### src/design/vtvc_pkg.sv
`default_nettype none

package vtvc_pkg;

  localparam int unsigned FRAC_BITS_DEF = 16;

  localparam int unsigned CFG_INDEX_W = 3;
  localparam int unsigned CFG_DATA_W  = 24;

  localparam int unsigned PAN_W  = 20;
  localparam int unsigned ZOOM_W = 24;
  localparam int unsigned HEXT_W = 17;
  localparam int unsigned DOC_W  = 16;
  localparam int unsigned TILE_W = 16;

  localparam int unsigned TILE_EDGE_W  = TILE_W + 2;
  localparam int unsigned NDIFF_W      = PAN_W + 1;
  localparam int unsigned NMAG_W       = PAN_W;
  localparam int unsigned DEN_W        = ZOOM_W + HEXT_W;
  localparam int unsigned MUL_STEPS    = DOC_W;
  localparam int unsigned EDGE_EXTRA_W = 36;
  localparam int unsigned NDC_ONE      = 65536;
  localparam int unsigned QUEUE_DEPTH  = 2;

  localparam logic [CFG_INDEX_W-1:0] REG_PAN_X      = 3'd0;
  localparam logic [CFG_INDEX_W-1:0] REG_PAN_Y      = 3'd1;
  localparam logic [CFG_INDEX_W-1:0] REG_ZOOM       = 3'd2;
  localparam logic [CFG_INDEX_W-1:0] REG_HALF_EXT_X = 3'd3;
  localparam logic [CFG_INDEX_W-1:0] REG_HALF_EXT_Y = 3'd4;
  localparam logic [CFG_INDEX_W-1:0] REG_DOC_WIDTH  = 3'd5;
  localparam logic [CFG_INDEX_W-1:0] REG_DOC_HEIGHT = 3'd6;

  typedef struct packed {
    logic valid;
    logic empty;
  } vtvc_view_status_t;

  typedef struct packed {
    logic full;
    logic empty;
  } vtvc_queue_status_t;

  typedef struct packed {
    logic                          empty;
    logic signed [TILE_EDGE_W-1:0] left;
    logic signed [TILE_EDGE_W-1:0] right;
    logic signed [TILE_EDGE_W-1:0] top;
    logic signed [TILE_EDGE_W-1:0] bottom;
  } vtvc_tile_t;

endpackage

`default_nettype wire

### src/design/vtvc_view.sv
`default_nettype none

module vtvc_view import vtvc_pkg::*; #(
  parameter int unsigned FRAC_BITS = FRAC_BITS_DEF
) (
  input  wire logic                                    clk_i,
  input  wire logic                                    rst_ni,
  input  wire logic                                    cfg_valid_i,
  output logic                                         cfg_ready_o,
  input  wire logic [CFG_INDEX_W-1:0]                  cfg_index_i,
  input  wire logic [CFG_DATA_W-1:0]                   cfg_data_i,
  output logic signed [FRAC_BITS+EDGE_EXTRA_W-1:0]     view_l_o,
  output logic signed [FRAC_BITS+EDGE_EXTRA_W-1:0]     view_r_o,
  output logic signed [FRAC_BITS+EDGE_EXTRA_W-1:0]     view_t_o,
  output logic signed [FRAC_BITS+EDGE_EXTRA_W-1:0]     view_b_o,
  output vtvc_view_status_t                            status_o
);

  localparam int unsigned EDGE_W  = FRAC_BITS + EDGE_EXTRA_W;
  localparam int unsigned SHIFT_N = 15 + FRAC_BITS;
  localparam int unsigned DVD_W   = NMAG_W + SHIFT_N;
  localparam int unsigned CNT_W   = $clog2(DVD_W);
  localparam int unsigned QM_W    = FRAC_BITS + 19;
  localparam int unsigned QS_W    = FRAC_BITS + 20;
  localparam int unsigned MCNT_W  = $clog2(MUL_STEPS);
  localparam int unsigned LIM_SH  = FRAC_BITS + 18;

  localparam logic [2:0] ST_IDLE = 3'd0;
  localparam logic [2:0] ST_ZH   = 3'd1;
  localparam logic [2:0] ST_DIV  = 3'd2;
  localparam logic [2:0] ST_FIX  = 3'd3;
  localparam logic [2:0] ST_MUL  = 3'd4;
  localparam logic [2:0] ST_EDGE = 3'd5;
  localparam logic [2:0] ST_DONE = 3'd6;

  logic              cfg_we;
  logic [PAN_W-1:0]  pan_x_q, pan_y_q;
  logic [ZOOM_W-1:0] zoom_q;
  logic [HEXT_W-1:0] hext_x_q, hext_y_q;
  logic [DOC_W-1:0]  doc_w_q, doc_h_q;

  logic [2:0]        state_q, state_d;
  logic [1:0]        sel_q, sel_d;
  logic              valid_q, valid_d;
  logic [DEN_W-1:0]  zh_q, zh_d;
  logic [DEN_W-1:0]  rem_q, rem_d;
  logic [DVD_W-1:0]  quo_q, quo_d;
  logic              neg_q, neg_d;
  logic [CNT_W-1:0]  cnt_q, cnt_d;
  logic [EDGE_W-1:0] mcand_q, mcand_d;
  logic [DOC_W-1:0]  mplier_q, mplier_d;
  logic [EDGE_W-1:0] acc_q, acc_d;
  logic [MCNT_W-1:0] mcnt_q, mcnt_d;
  logic [EDGE_W-1:0] edge_q [4];
  logic [EDGE_W-1:0] vl_q, vr_q, vt_q, vb_q;
  logic              empty_q;

  logic              x_side, pos_e;
  logic [PAN_W-1:0]  pan_sel;
  logic [HEXT_W-1:0] hext_sel, hext_eff;
  logic [ZOOM_W-1:0] zoom_eff;
  logic [DOC_W-1:0]  doc_sel;
  logic [NDIFF_W-1:0] ndc_e, n_diff, n_abs;
  logic              n_neg;
  logic [DEN_W:0]    rem_sh, rem_sub;
  logic              rem_ge;
  logic [DVD_W:0]    qm_full;
  logic              q_sat;
  logic [QM_W-1:0]   q_mag;
  logic [QS_W-1:0]   q_sig;
  logic [EDGE_W-1:0] centre, edge_val;

  assign cfg_ready_o = 1'b1;
  assign cfg_we      = cfg_valid_i & cfg_ready_o;

  always_ff @(posedge clk_i or negedge rst_ni) begin
    if (!rst_ni) begin
      pan_x_q  <= '0;
      pan_y_q  <= '0;
      zoom_q   <= ZOOM_W'(NDC_ONE);
      hext_x_q <= HEXT_W'(NDC_ONE);
      hext_y_q <= HEXT_W'(NDC_ONE);
      doc_w_q  <= '0;
      doc_h_q  <= '0;
    end else if (cfg_we) begin
      unique case (cfg_index_i)
        REG_PAN_X:      pan_x_q  <= cfg_data_i[PAN_W-1:0];
        REG_PAN_Y:      pan_y_q  <= cfg_data_i[PAN_W-1:0];
        REG_ZOOM:       zoom_q   <= cfg_data_i[ZOOM_W-1:0];
        REG_HALF_EXT_X: hext_x_q <= cfg_data_i[HEXT_W-1:0];
        REG_HALF_EXT_Y: hext_y_q <= cfg_data_i[HEXT_W-1:0];
        REG_DOC_WIDTH:  doc_w_q  <= cfg_data_i[DOC_W-1:0];
        REG_DOC_HEIGHT: doc_h_q  <= cfg_data_i[DOC_W-1:0];
        default: ;
      endcase
    end
  end

  // Edges 0 and 1 are left and right, edges 2 and 3 are top and bottom.
  assign x_side   = ~sel_q[1];
  assign pos_e    = (sel_q == 2'd1) || (sel_q == 2'd2);
  assign pan_sel  = x_side ? pan_x_q : pan_y_q;
  assign hext_sel = x_side ? hext_x_q : hext_y_q;
  assign doc_sel  = x_side ? doc_w_q : doc_h_q;
  assign zoom_eff = (zoom_q == '0) ? ZOOM_W'(1) : zoom_q;
  assign hext_eff = (hext_sel == '0) ? HEXT_W'(1) : hext_sel;

  assign ndc_e  = pos_e ? NDIFF_W'(NDC_ONE) : (NDIFF_W'(0) - NDIFF_W'(NDC_ONE));
  assign n_diff = ndc_e - {pan_sel[PAN_W-1], pan_sel};
  assign n_neg  = n_diff[NDIFF_W-1];
  assign n_abs  = n_neg ? (NDIFF_W'(0) - n_diff) : n_diff;

  assign rem_sh  = {rem_q, quo_q[DVD_W-1]};
  assign rem_ge  = rem_sh >= {1'b0, zh_q};
  assign rem_sub = rem_sh - {1'b0, zh_q};

  assign qm_full = {1'b0, quo_q} + (DVD_W+1)'(neg_q && (rem_q != '0));
  assign q_sat   = qm_full > ((DVD_W+1)'(1) << LIM_SH);
  assign q_mag   = q_sat ? (QM_W'(1) << LIM_SH) : qm_full[QM_W-1:0];
  assign q_sig   = neg_q ? (QS_W'(0) - {1'b0, q_mag}) : {1'b0, q_mag};

  assign centre   = EDGE_W'(doc_sel) << (FRAC_BITS - 1);
  assign edge_val = x_side ? (centre + acc_q) : (centre - acc_q);

  always_comb begin
    state_d  = state_q;
    sel_d    = sel_q;
    valid_d  = valid_q;
    zh_d     = zh_q;
    rem_d    = rem_q;
    quo_d    = quo_q;
    neg_d    = neg_q;
    cnt_d    = cnt_q;
    mcand_d  = mcand_q;
    mplier_d = mplier_q;
    acc_d    = acc_q;
    mcnt_d   = mcnt_q;
    if (cfg_we) begin
      state_d = ST_ZH;
      sel_d   = 2'd0;
      valid_d = 1'b0;
    end else begin
      unique case (state_q)
        ST_IDLE: ;
        ST_ZH: begin
          zh_d    = DEN_W'(zoom_eff) * DEN_W'(hext_eff);
          rem_d   = '0;
          quo_d   = DVD_W'(n_abs[NMAG_W-1:0]) << SHIFT_N;
          neg_d   = n_neg;
          cnt_d   = '0;
          state_d = ST_DIV;
        end
        ST_DIV: begin
          if (rem_ge) begin
            rem_d = rem_sub[DEN_W-1:0];
          end else begin
            rem_d = rem_sh[DEN_W-1:0];
          end
          quo_d = {quo_q[DVD_W-2:0], rem_ge};
          cnt_d = cnt_q + CNT_W'(1);
          if (cnt_q == CNT_W'(DVD_W - 1)) begin
            state_d = ST_FIX;
          end
        end
        ST_FIX: begin
          mcand_d  = {{(EDGE_W-QS_W){q_sig[QS_W-1]}}, q_sig};
          mplier_d = doc_sel;
          acc_d    = '0;
          mcnt_d   = '0;
          state_d  = ST_MUL;
        end
        ST_MUL: begin
          acc_d    = acc_q + (mplier_q[0] ? mcand_q : '0);
          mcand_d  = mcand_q << 1;
          mplier_d = mplier_q >> 1;
          mcnt_d   = mcnt_q + MCNT_W'(1);
          if (mcnt_q == MCNT_W'(MUL_STEPS - 1)) begin
            state_d = ST_EDGE;
          end
        end
        ST_EDGE: begin
          if (sel_q == 2'd3) begin
            state_d = ST_DONE;
          end else begin
            sel_d   = sel_q + 2'd1;
            state_d = ST_ZH;
          end
        end
        ST_DONE: begin
          valid_d = 1'b1;
          state_d = ST_IDLE;
        end
        default: state_d = ST_IDLE;
      endcase
    end
  end

  always_ff @(posedge clk_i or negedge rst_ni) begin
    if (!rst_ni) begin
      state_q <= ST_ZH;
      sel_q   <= 2'd0;
      valid_q <= 1'b0;
    end else begin
      state_q <= state_d;
      sel_q   <= sel_d;
      valid_q <= valid_d;
    end
  end

  always_ff @(posedge clk_i) begin
    zh_q     <= zh_d;
    rem_q    <= rem_d;
    quo_q    <= quo_d;
    neg_q    <= neg_d;
    cnt_q    <= cnt_d;
    mcand_q  <= mcand_d;
    mplier_q <= mplier_d;
    acc_q    <= acc_d;
    mcnt_q   <= mcnt_d;
    if (state_q == ST_EDGE) begin
      edge_q[sel_q] <= edge_val;
    end
    if (state_q == ST_DONE) begin
      if ($signed(edge_q[0]) > $signed(edge_q[1])) begin
        vl_q <= edge_q[1];
        vr_q <= edge_q[0];
      end else begin
        vl_q <= edge_q[0];
        vr_q <= edge_q[1];
      end
      if ($signed(edge_q[2]) > $signed(edge_q[3])) begin
        vt_q <= edge_q[3];
        vb_q <= edge_q[2];
      end else begin
        vt_q <= edge_q[2];
        vb_q <= edge_q[3];
      end
      empty_q <= (edge_q[0] == edge_q[1]) || (edge_q[2] == edge_q[3]);
    end
  end

  assign view_l_o       = $signed(vl_q);
  assign view_r_o       = $signed(vr_q);
  assign view_t_o       = $signed(vt_q);
  assign view_b_o       = $signed(vb_q);
  assign status_o.valid = valid_q;
  assign status_o.empty = empty_q;

endmodule

`default_nettype wire

### src/design/vtvc_front.sv
`default_nettype none

module vtvc_front import vtvc_pkg::*; (
  input  wire logic                     in_valid_i,
  output logic                          in_ready_o,
  input  wire logic signed [TILE_W-1:0] tile_left_i,
  input  wire logic signed [TILE_W-1:0] tile_top_i,
  input  wire logic [TILE_W-1:0]        tile_width_i,
  input  wire logic [TILE_W-1:0]        tile_height_i,
  input  wire vtvc_view_status_t        view_status_i,
  input  wire vtvc_queue_status_t       queue_status_i,
  output logic                          push_o,
  output vtvc_tile_t                    tile_o
);

  logic [TILE_EDGE_W-1:0] left_ext, top_ext;

  assign in_ready_o = view_status_i.valid & ~queue_status_i.full;
  assign push_o     = in_valid_i & in_ready_o;

  assign left_ext = {{(TILE_EDGE_W-TILE_W){tile_left_i[TILE_W-1]}}, tile_left_i};
  assign top_ext  = {{(TILE_EDGE_W-TILE_W){tile_top_i[TILE_W-1]}}, tile_top_i};

  assign tile_o.empty  = (tile_width_i == '0) || (tile_height_i == '0);
  assign tile_o.left   = $signed(left_ext);
  assign tile_o.right  = $signed(left_ext + TILE_EDGE_W'(tile_width_i));
  assign tile_o.top    = $signed(top_ext);
  assign tile_o.bottom = $signed(top_ext + TILE_EDGE_W'(tile_height_i));

endmodule

`default_nettype wire

### src/design/vtvc_queue.sv
`default_nettype none

module vtvc_queue import vtvc_pkg::*; (
  input  wire logic         clk_i,
  input  wire logic         rst_ni,
  input  wire logic         push_i,
  input  wire vtvc_tile_t   data_i,
  input  wire logic         pop_i,
  output vtvc_tile_t        data_o,
  output vtvc_queue_status_t status_o
);

  localparam int unsigned PTR_W   = (QUEUE_DEPTH > 1) ? $clog2(QUEUE_DEPTH) : 1;
  localparam int unsigned COUNT_W = $clog2(QUEUE_DEPTH + 1);

  vtvc_tile_t         slot_q [QUEUE_DEPTH];
  logic [PTR_W-1:0]   wptr_q, wptr_d, rptr_q, rptr_d;
  logic [COUNT_W-1:0] count_q, count_d;

  function automatic logic [PTR_W-1:0] ptr_next(input logic [PTR_W-1:0] p);
    if (p == PTR_W'(QUEUE_DEPTH - 1)) begin
      return '0;
    end
    return p + PTR_W'(1);
  endfunction

  always_comb begin
    wptr_d  = push_i ? ptr_next(wptr_q) : wptr_q;
    rptr_d  = pop_i ? ptr_next(rptr_q) : rptr_q;
    count_d = count_q + COUNT_W'(push_i) - COUNT_W'(pop_i);
  end

  always_ff @(posedge clk_i or negedge rst_ni) begin
    if (!rst_ni) begin
      wptr_q  <= '0;
      rptr_q  <= '0;
      count_q <= '0;
    end else begin
      wptr_q  <= wptr_d;
      rptr_q  <= rptr_d;
      count_q <= count_d;
    end
  end

  always_ff @(posedge clk_i) begin
    if (push_i) begin
      slot_q[wptr_q] <= data_i;
    end
  end

  assign data_o         = slot_q[rptr_q];
  assign status_o.full  = (count_q == COUNT_W'(QUEUE_DEPTH));
  assign status_o.empty = (count_q == '0);

endmodule

`default_nettype wire

### src/design/vtvc_back.sv
`default_nettype none

module vtvc_back import vtvc_pkg::*; #(
  parameter int unsigned FRAC_BITS = FRAC_BITS_DEF
) (
  input  wire logic                                     clk_i,
  input  wire logic                                     rst_ni,
  input  wire vtvc_tile_t                               tile_i,
  input  wire vtvc_queue_status_t                       queue_status_i,
  output logic                                          pop_o,
  input  wire logic signed [FRAC_BITS+EDGE_EXTRA_W-1:0] view_l_i,
  input  wire logic signed [FRAC_BITS+EDGE_EXTRA_W-1:0] view_r_i,
  input  wire logic signed [FRAC_BITS+EDGE_EXTRA_W-1:0] view_t_i,
  input  wire logic signed [FRAC_BITS+EDGE_EXTRA_W-1:0] view_b_i,
  input  wire vtvc_view_status_t                        view_status_i,
  output logic                                          out_valid_o,
  input  wire logic                                     out_ready_i,
  output logic                                          tile_visible_o
);

  localparam int unsigned EDGE_W = FRAC_BITS + EDGE_EXTRA_W;
  localparam int unsigned EXT_W  = EDGE_W - TILE_EDGE_W;

  logic              out_valid_q, out_valid_d;
  logic              visible_q, visible_d;
  logic [EDGE_W-1:0] al, ar, at, ab;
  logic              overlap;

  assign al = {{EXT_W{tile_i.left[TILE_EDGE_W-1]}}, tile_i.left} << FRAC_BITS;
  assign ar = {{EXT_W{tile_i.right[TILE_EDGE_W-1]}}, tile_i.right} << FRAC_BITS;
  assign at = {{EXT_W{tile_i.top[TILE_EDGE_W-1]}}, tile_i.top} << FRAC_BITS;
  assign ab = {{EXT_W{tile_i.bottom[TILE_EDGE_W-1]}}, tile_i.bottom} << FRAC_BITS;

  assign overlap = (view_l_i < $signed(ar)) && ($signed(al) < view_r_i) &&
                   (view_t_i < $signed(ab)) && ($signed(at) < view_b_i);

  assign pop_o = ~queue_status_i.empty & (~out_valid_q | out_ready_i);

  always_comb begin
    out_valid_d = out_valid_q & ~out_ready_i;
    visible_d   = visible_q;
    if (pop_o) begin
      out_valid_d = 1'b1;
      visible_d   = overlap & ~tile_i.empty & ~view_status_i.empty;
    end
  end

  always_ff @(posedge clk_i or negedge rst_ni) begin
    if (!rst_ni) begin
      out_valid_q <= 1'b0;
    end else begin
      out_valid_q <= out_valid_d;
    end
  end

  always_ff @(posedge clk_i) begin
    visible_q <= visible_d;
  end

  assign out_valid_o    = out_valid_q;
  assign tile_visible_o = visible_q;

endmodule

`default_nettype wire

### src/design/viewport_tile_visibility_cull.sv
// Each accepted word is written into the queue and its result registered in the back stage.
// Throughput: one word per cycle while the output is ready, set by the back-stage compare.
// After reset and after every configuration write the four view edges are recomputed in turn
// by a shared serial divider and shift-add multiplier; no word is accepted in the meantime.
// Reset is asynchronous and active low; only the control and config registers are reset.
`default_nettype none

module viewport_tile_visibility_cull import vtvc_pkg::*; #(
  parameter int unsigned FRAC_BITS = FRAC_BITS_DEF
) (
  input  wire logic                     clk_i,
  input  wire logic                     rst_ni,
  input  wire logic                     cfg_valid_i,
  output logic                          cfg_ready_o,
  input  wire logic [CFG_INDEX_W-1:0]   cfg_index_i,
  input  wire logic [CFG_DATA_W-1:0]    cfg_data_i,
  input  wire logic                     in_valid_i,
  output logic                          in_ready_o,
  input  wire logic signed [TILE_W-1:0] tile_left_i,
  input  wire logic signed [TILE_W-1:0] tile_top_i,
  input  wire logic [TILE_W-1:0]        tile_width_i,
  input  wire logic [TILE_W-1:0]        tile_height_i,
  output logic                          out_valid_o,
  input  wire logic                     out_ready_i,
  output logic                          tile_visible_o
);

  localparam int unsigned EDGE_W = FRAC_BITS + EDGE_EXTRA_W;

  logic signed [EDGE_W-1:0] view_l, view_r, view_t, view_b;
  vtvc_view_status_t        view_status;
  vtvc_queue_status_t       queue_status;
  vtvc_tile_t               push_tile, head_tile;
  logic                     push, pop;

  vtvc_view #(.FRAC_BITS(FRAC_BITS)) u_view (
    .clk_i       (clk_i),
    .rst_ni      (rst_ni),
    .cfg_valid_i (cfg_valid_i),
    .cfg_ready_o (cfg_ready_o),
    .cfg_index_i (cfg_index_i),
    .cfg_data_i  (cfg_data_i),
    .view_l_o    (view_l),
    .view_r_o    (view_r),
    .view_t_o    (view_t),
    .view_b_o    (view_b),
    .status_o    (view_status)
  );

  vtvc_front u_front (
    .in_valid_i     (in_valid_i),
    .in_ready_o     (in_ready_o),
    .tile_left_i    (tile_left_i),
    .tile_top_i     (tile_top_i),
    .tile_width_i   (tile_width_i),
    .tile_height_i  (tile_height_i),
    .view_status_i  (view_status),
    .queue_status_i (queue_status),
    .push_o         (push),
    .tile_o         (push_tile)
  );

  vtvc_queue u_queue (
    .clk_i    (clk_i),
    .rst_ni   (rst_ni),
    .push_i   (push),
    .data_i   (push_tile),
    .pop_i    (pop),
    .data_o   (head_tile),
    .status_o (queue_status)
  );

  vtvc_back #(.FRAC_BITS(FRAC_BITS)) u_back (
    .clk_i          (clk_i),
    .rst_ni         (rst_ni),
    .tile_i         (head_tile),
    .queue_status_i (queue_status),
    .pop_o          (pop),
    .view_l_i       (view_l),
    .view_r_i       (view_r),
    .view_t_i       (view_t),
    .view_b_i       (view_b),
    .view_status_i  (view_status),
    .out_valid_o    (out_valid_o),
    .out_ready_i    (out_ready_i),
    .tile_visible_o (tile_visible_o)
  );

endmodule

`default_nettype wire

### config.mk
export PLATFORM = sky130hd
export DESIGN_NAME = viewport_tile_visibility_cull
export DESIGN_NICKNAME = d
export VERILOG_FILES = /design/src/design/vtvc_pkg.sv /design/src/design/vtvc_view.sv /design/src/design/vtvc_front.sv /design/src/design/vtvc_queue.sv /design/src/design/vtvc_back.sv /design/src/design/viewport_tile_visibility_cull.sv
export SDC_FILE = /design/constraint.sdc
export NUM_CORES = 2
export LEC_CHECK = 0
export BUFFER_PORTS_ARGS = -buffer_cell sky130_fd_sc_hd__buf_4
export CAP_MARGIN = 20
export CORE_ASPECT_RATIO = 0.6
export CORE_UTILIZATION = 54
export CTS_BUF_LIST = sky130_fd_sc_hd__clkbuf_4
export CTS_CLUSTER_SIZE = 24
export DETAILED_ROUTE_END_ITERATION = 8
export PLACE_DENSITY = 0.75
export SLEW_MARGIN = 20
export SYNTH_ARGS = -nofsm -noshare
export SYNTH_HDL_FRONTEND = slang
export SYNTH_SLANG_ARGS = --single-unit
export TNS_END_PERCENT = 1
### constraint.sdc
create_clock -name clk_i -period 16.9 [get_ports clk_i]
set_input_delay 0.845 -clock clk_i [delete_from_list [all_inputs] [get_ports clk_i]]
set_output_delay 0.845 -clock clk_i [all_outputs]
set_load 0.01 [all_outputs]
==> run summary <==
Reg2reg end -> u_view.zh_q[39]$_DFFE_PP_
Area leader, netlist -> edfxtp_1
Worst r2r path cells -> 25
RSZ-0062 raised after global routing -> false
Min Tclk post-route -> 9.33 ns
Clk sink count -> 929
Die width -> 455 um
Slowest library cell on the worst path -> dfrtp_4
Nature of the critical path startpoint -> flop
Die height -> 274 um
Run status -> finished, final reports clean
Unique masters post-synth -> 85
Routed vias/inst -> 5.91
Initial antenna violation count -> 6
WS Path Type -> reg2reg
DRC Markers -> 0
IO Pins -> 100
Internal reg-to-reg setup slack -> 7.57 ns
Max clock buf depth -> 3
Via count -> 47,900
Worst Path Required -> 17.86 ns
Levels on crit path -> 25
CTS tree -> built
Clk_skew -> 0.110 ns
Final Hold Fails -> 0
Vias in the first global route -> 46,600
Synth top cells by count -> 788 x edfxtp_1, 753 x inv_1, 538 x ha_1
Core area -> 122,000 um^2
Area Overhead vs Synth -> 8.71%
CP peak stage delay -> 0.86 ns
Worst Min Path Start -> tile_height_i[10]
Max Cap Viol -> 0
Mapped Cells -> 6,122
Syn nets -> 7,090
Post-DP HPWL -> 133,000 um
Inserted Clock Buffers -> 216
DRT Pass-1 Iters -> 6
Drt total wl -> 181,000 um
Overall routing resource usage -> 29.2%
Critical path arrival -> 10.29 ns
Ratio of cells with drive above 1 in the final layout -> 14.3%
Gpl congestion -> 0.992
Post-route antenna net violation count -> 0
Largest net degree at the start of global routing -> 152
Number of setup violations in the final report -> 0
Crit path buf inv count -> 5
Worst hold path type -> in2reg
Synthesis Warnings -> 0
Mapped cell area -> 66,500 um^2
Clk Tree Root Cell -> clkbuf_4
Synthesized flop and latch total -> 929
Nets -> 7,273
Max Slew Vio Count -> 0
Most used cell, CP -> fa_1
Grt ovf -> 0
First-pass GRT wire length -> 277,000 um
FFs w/ async S/R, synth -> 15.2%
CP delay by family, top -> adder cells
Final setup TNS -> 0 ns
Max Clock Freq -> 107 MHz
Initial DRC Count -> 5,414
Reg clk slew, reported paths -> 0.08 ns
Period Utilization, post-route -> 55.2%
CP Capture Type -> flop
Worst-skew pair later-pin latency -> 1.24 ns
Routed len/inst -> 22.3 um
Top-area cell type share of the netlist area -> 35.6%
Count leader, synth -> edfxtp_1
Reg-to-reg critical path startpoint -> u_view.sel_q[1]$_DFFE_PN0P_
Final core occ -> 59.3%
Core Rows -> 99
Ranking of synthesized cells by area -> edfxtp_1 36%, ha_1 10%, fa_1 10%, mux2_2 6.5%, dfrtp_1 5.2%
Rel. slew slack -> 22.8%
H-tree levels -> 4
Hold Crit Depth -> 3
Syn_area_per_cell -> 10.9 um^2
Sequential share of the synthesized area -> 40.9%
WHS Endpoint -> u_queue.slot_q[1][10]$_DFFE_PP_
Die area -> 125,000 um^2
Worst-Margin Slew -> 1.15 ns
Crit Path Max Fanout -> 82
IO buf count -> 98
Initial core utilization -> 54.6%
Ys flop type -> edfxtp_1
EDFF count, synth -> 788
Post-CTS Resized -> 0
## layout by cell type (no fill, tap or decap), types with 53 or more instances in the layout
master and n:
edfxtp_1 788, inv_1 753, ha_1 538, nand2_1 466
mux2_2 386, fa_1 334, clkbuf_4 314, nor2_1 307
a21oi_1 261, and2_1 213, xnor2_1 209, o21ai_0 195
a21o_1 173, dfrtp_1 135, buf_4 133, mux2i_1 94
xor2_1 92, nand4_1 87, nand3_1 82, nor3_1 79
dlygate4sd3_1 62, and3_1 60, nor2b_1 58, clkinv_1 53
## repair_timing
item | 4_1_cts | 5_1_grt
buffers inserted | 0 | 0
hold buffers | 62 | 0
endpoints found under the hold margin | 271 | 0
## through the flow
stage               area [um^2]  hold WS [ns]  setup WS [ns]  instances
CTS                       72200       0.00460           7.78       8094
global placement          68700         0.475           7.83       7639
finish                    72300         0.131           7.57       8102
global route              72300        0.0647           7.19       8101
detailed placement        68700         0.490           7.74       7640
floorplan                 66500         0.454           8.46       6122
## cells by family after synthesis
| family | count (synthesis) | synth area share, % |
|---|---|---|
| other | 1 | 0.00564 |
| flip-flops | 929 | 40.9 |
| XOR/XNOR | 301 | 3.97 |
| AO/OA/AOI/OAI | 967 | 9.35 |
| multiplexers | 482 | 7.99 |
| adder cells (fa/ha/maj) | 872 | 20.2 |
| AND/OR/NAND/NOR | 1580 | 11.9 |
| buffers and inverters | 990 | 5.68 |
## worst reg2reg max path, delay by kind of cell (launching register included)
family	cells	cell delay (ns)
AOI/OAI and AO/OA	9	1.57
xor gates and xnor gates	1	0.10
adders and majority gates	7	3.86
buffers and inverters	5	1.17
DFF	1	0.86
muxes	1	0.77
and+or+nand+nor	2	0.83
## worst max-delay path by stage
stage	from	end
finish	u_view.sel_q[1]$_DFFE_PN0P_	u_view.zh_q[39]$_DFFE_PP_
global route	u_view.sel_q[1]$_DFFE_PN0P_	u_view.zh_q[39]$_DFFE_PP_
CTS	u_view.sel_q[1]$_DFFE_PN0P_	u_view.zh_q[39]$_DFFE_PP_
detailed placement	u_view.sel_q[1]$_DFFE_PN0P_	u_view.zh_q[39]$_DFFE_PP_
global placement	u_view.sel_q[1]$_DFFE_PN0P_	u_view.zh_q[39]$_DFFE_PP_
floorplan	cfg_valid_i	u_view.cnt_q[0]$_SDFFCE_PN0P_
## area by class of cell
| type | instances | area (um^2) |
|---|---|---|
| clock inverter | 78 | 510 |
| tap | 1616 | 2020 |
| timing repair buffer | 200 | 1680 |
| sequential | 929 | 27200 |
| clock buffer | 314 | 2360 |
| fill | 9956 | 49500 |
| multi-input combinational | 4203 | 35600 |
| inverter | 755 | 2830 |
| antenna | 7 | 17.5 |
## state kept, by name, indices dropped and copies added, names as in the netlist, 17 cells and up
name / flops
u_view.zh_q: 41
u_view.quo_q: 51
u_view.mcand_q: 52
u_queue.slot_q: 138
u_view.edge_q: 208
u_view.view_b_o: 52
u_view.view_l_o: 36
u_view.hext_x_q: 17
u_view.hext_y_q: 17
u_view.view_r_o: 52
u_view.zoom_q: 24
u_view.pan_x_q: 20
u_view.acc_q: 52
u_view.rem_q: 41
u_view.view_t_o: 36
u_view.pan_y_q: 20
## layer usage
layer / share of wire (%) / track usage, %
met5: 0.0077 / 0
met4: 2.0 / 7.67
met3: 12 / 9.14
met2: 40 / 38.7
met1: 46 / 45.3
Power is not shown: default switching activity piles up to over one toggle a cycle in this logic, so the estimate is an artifact.
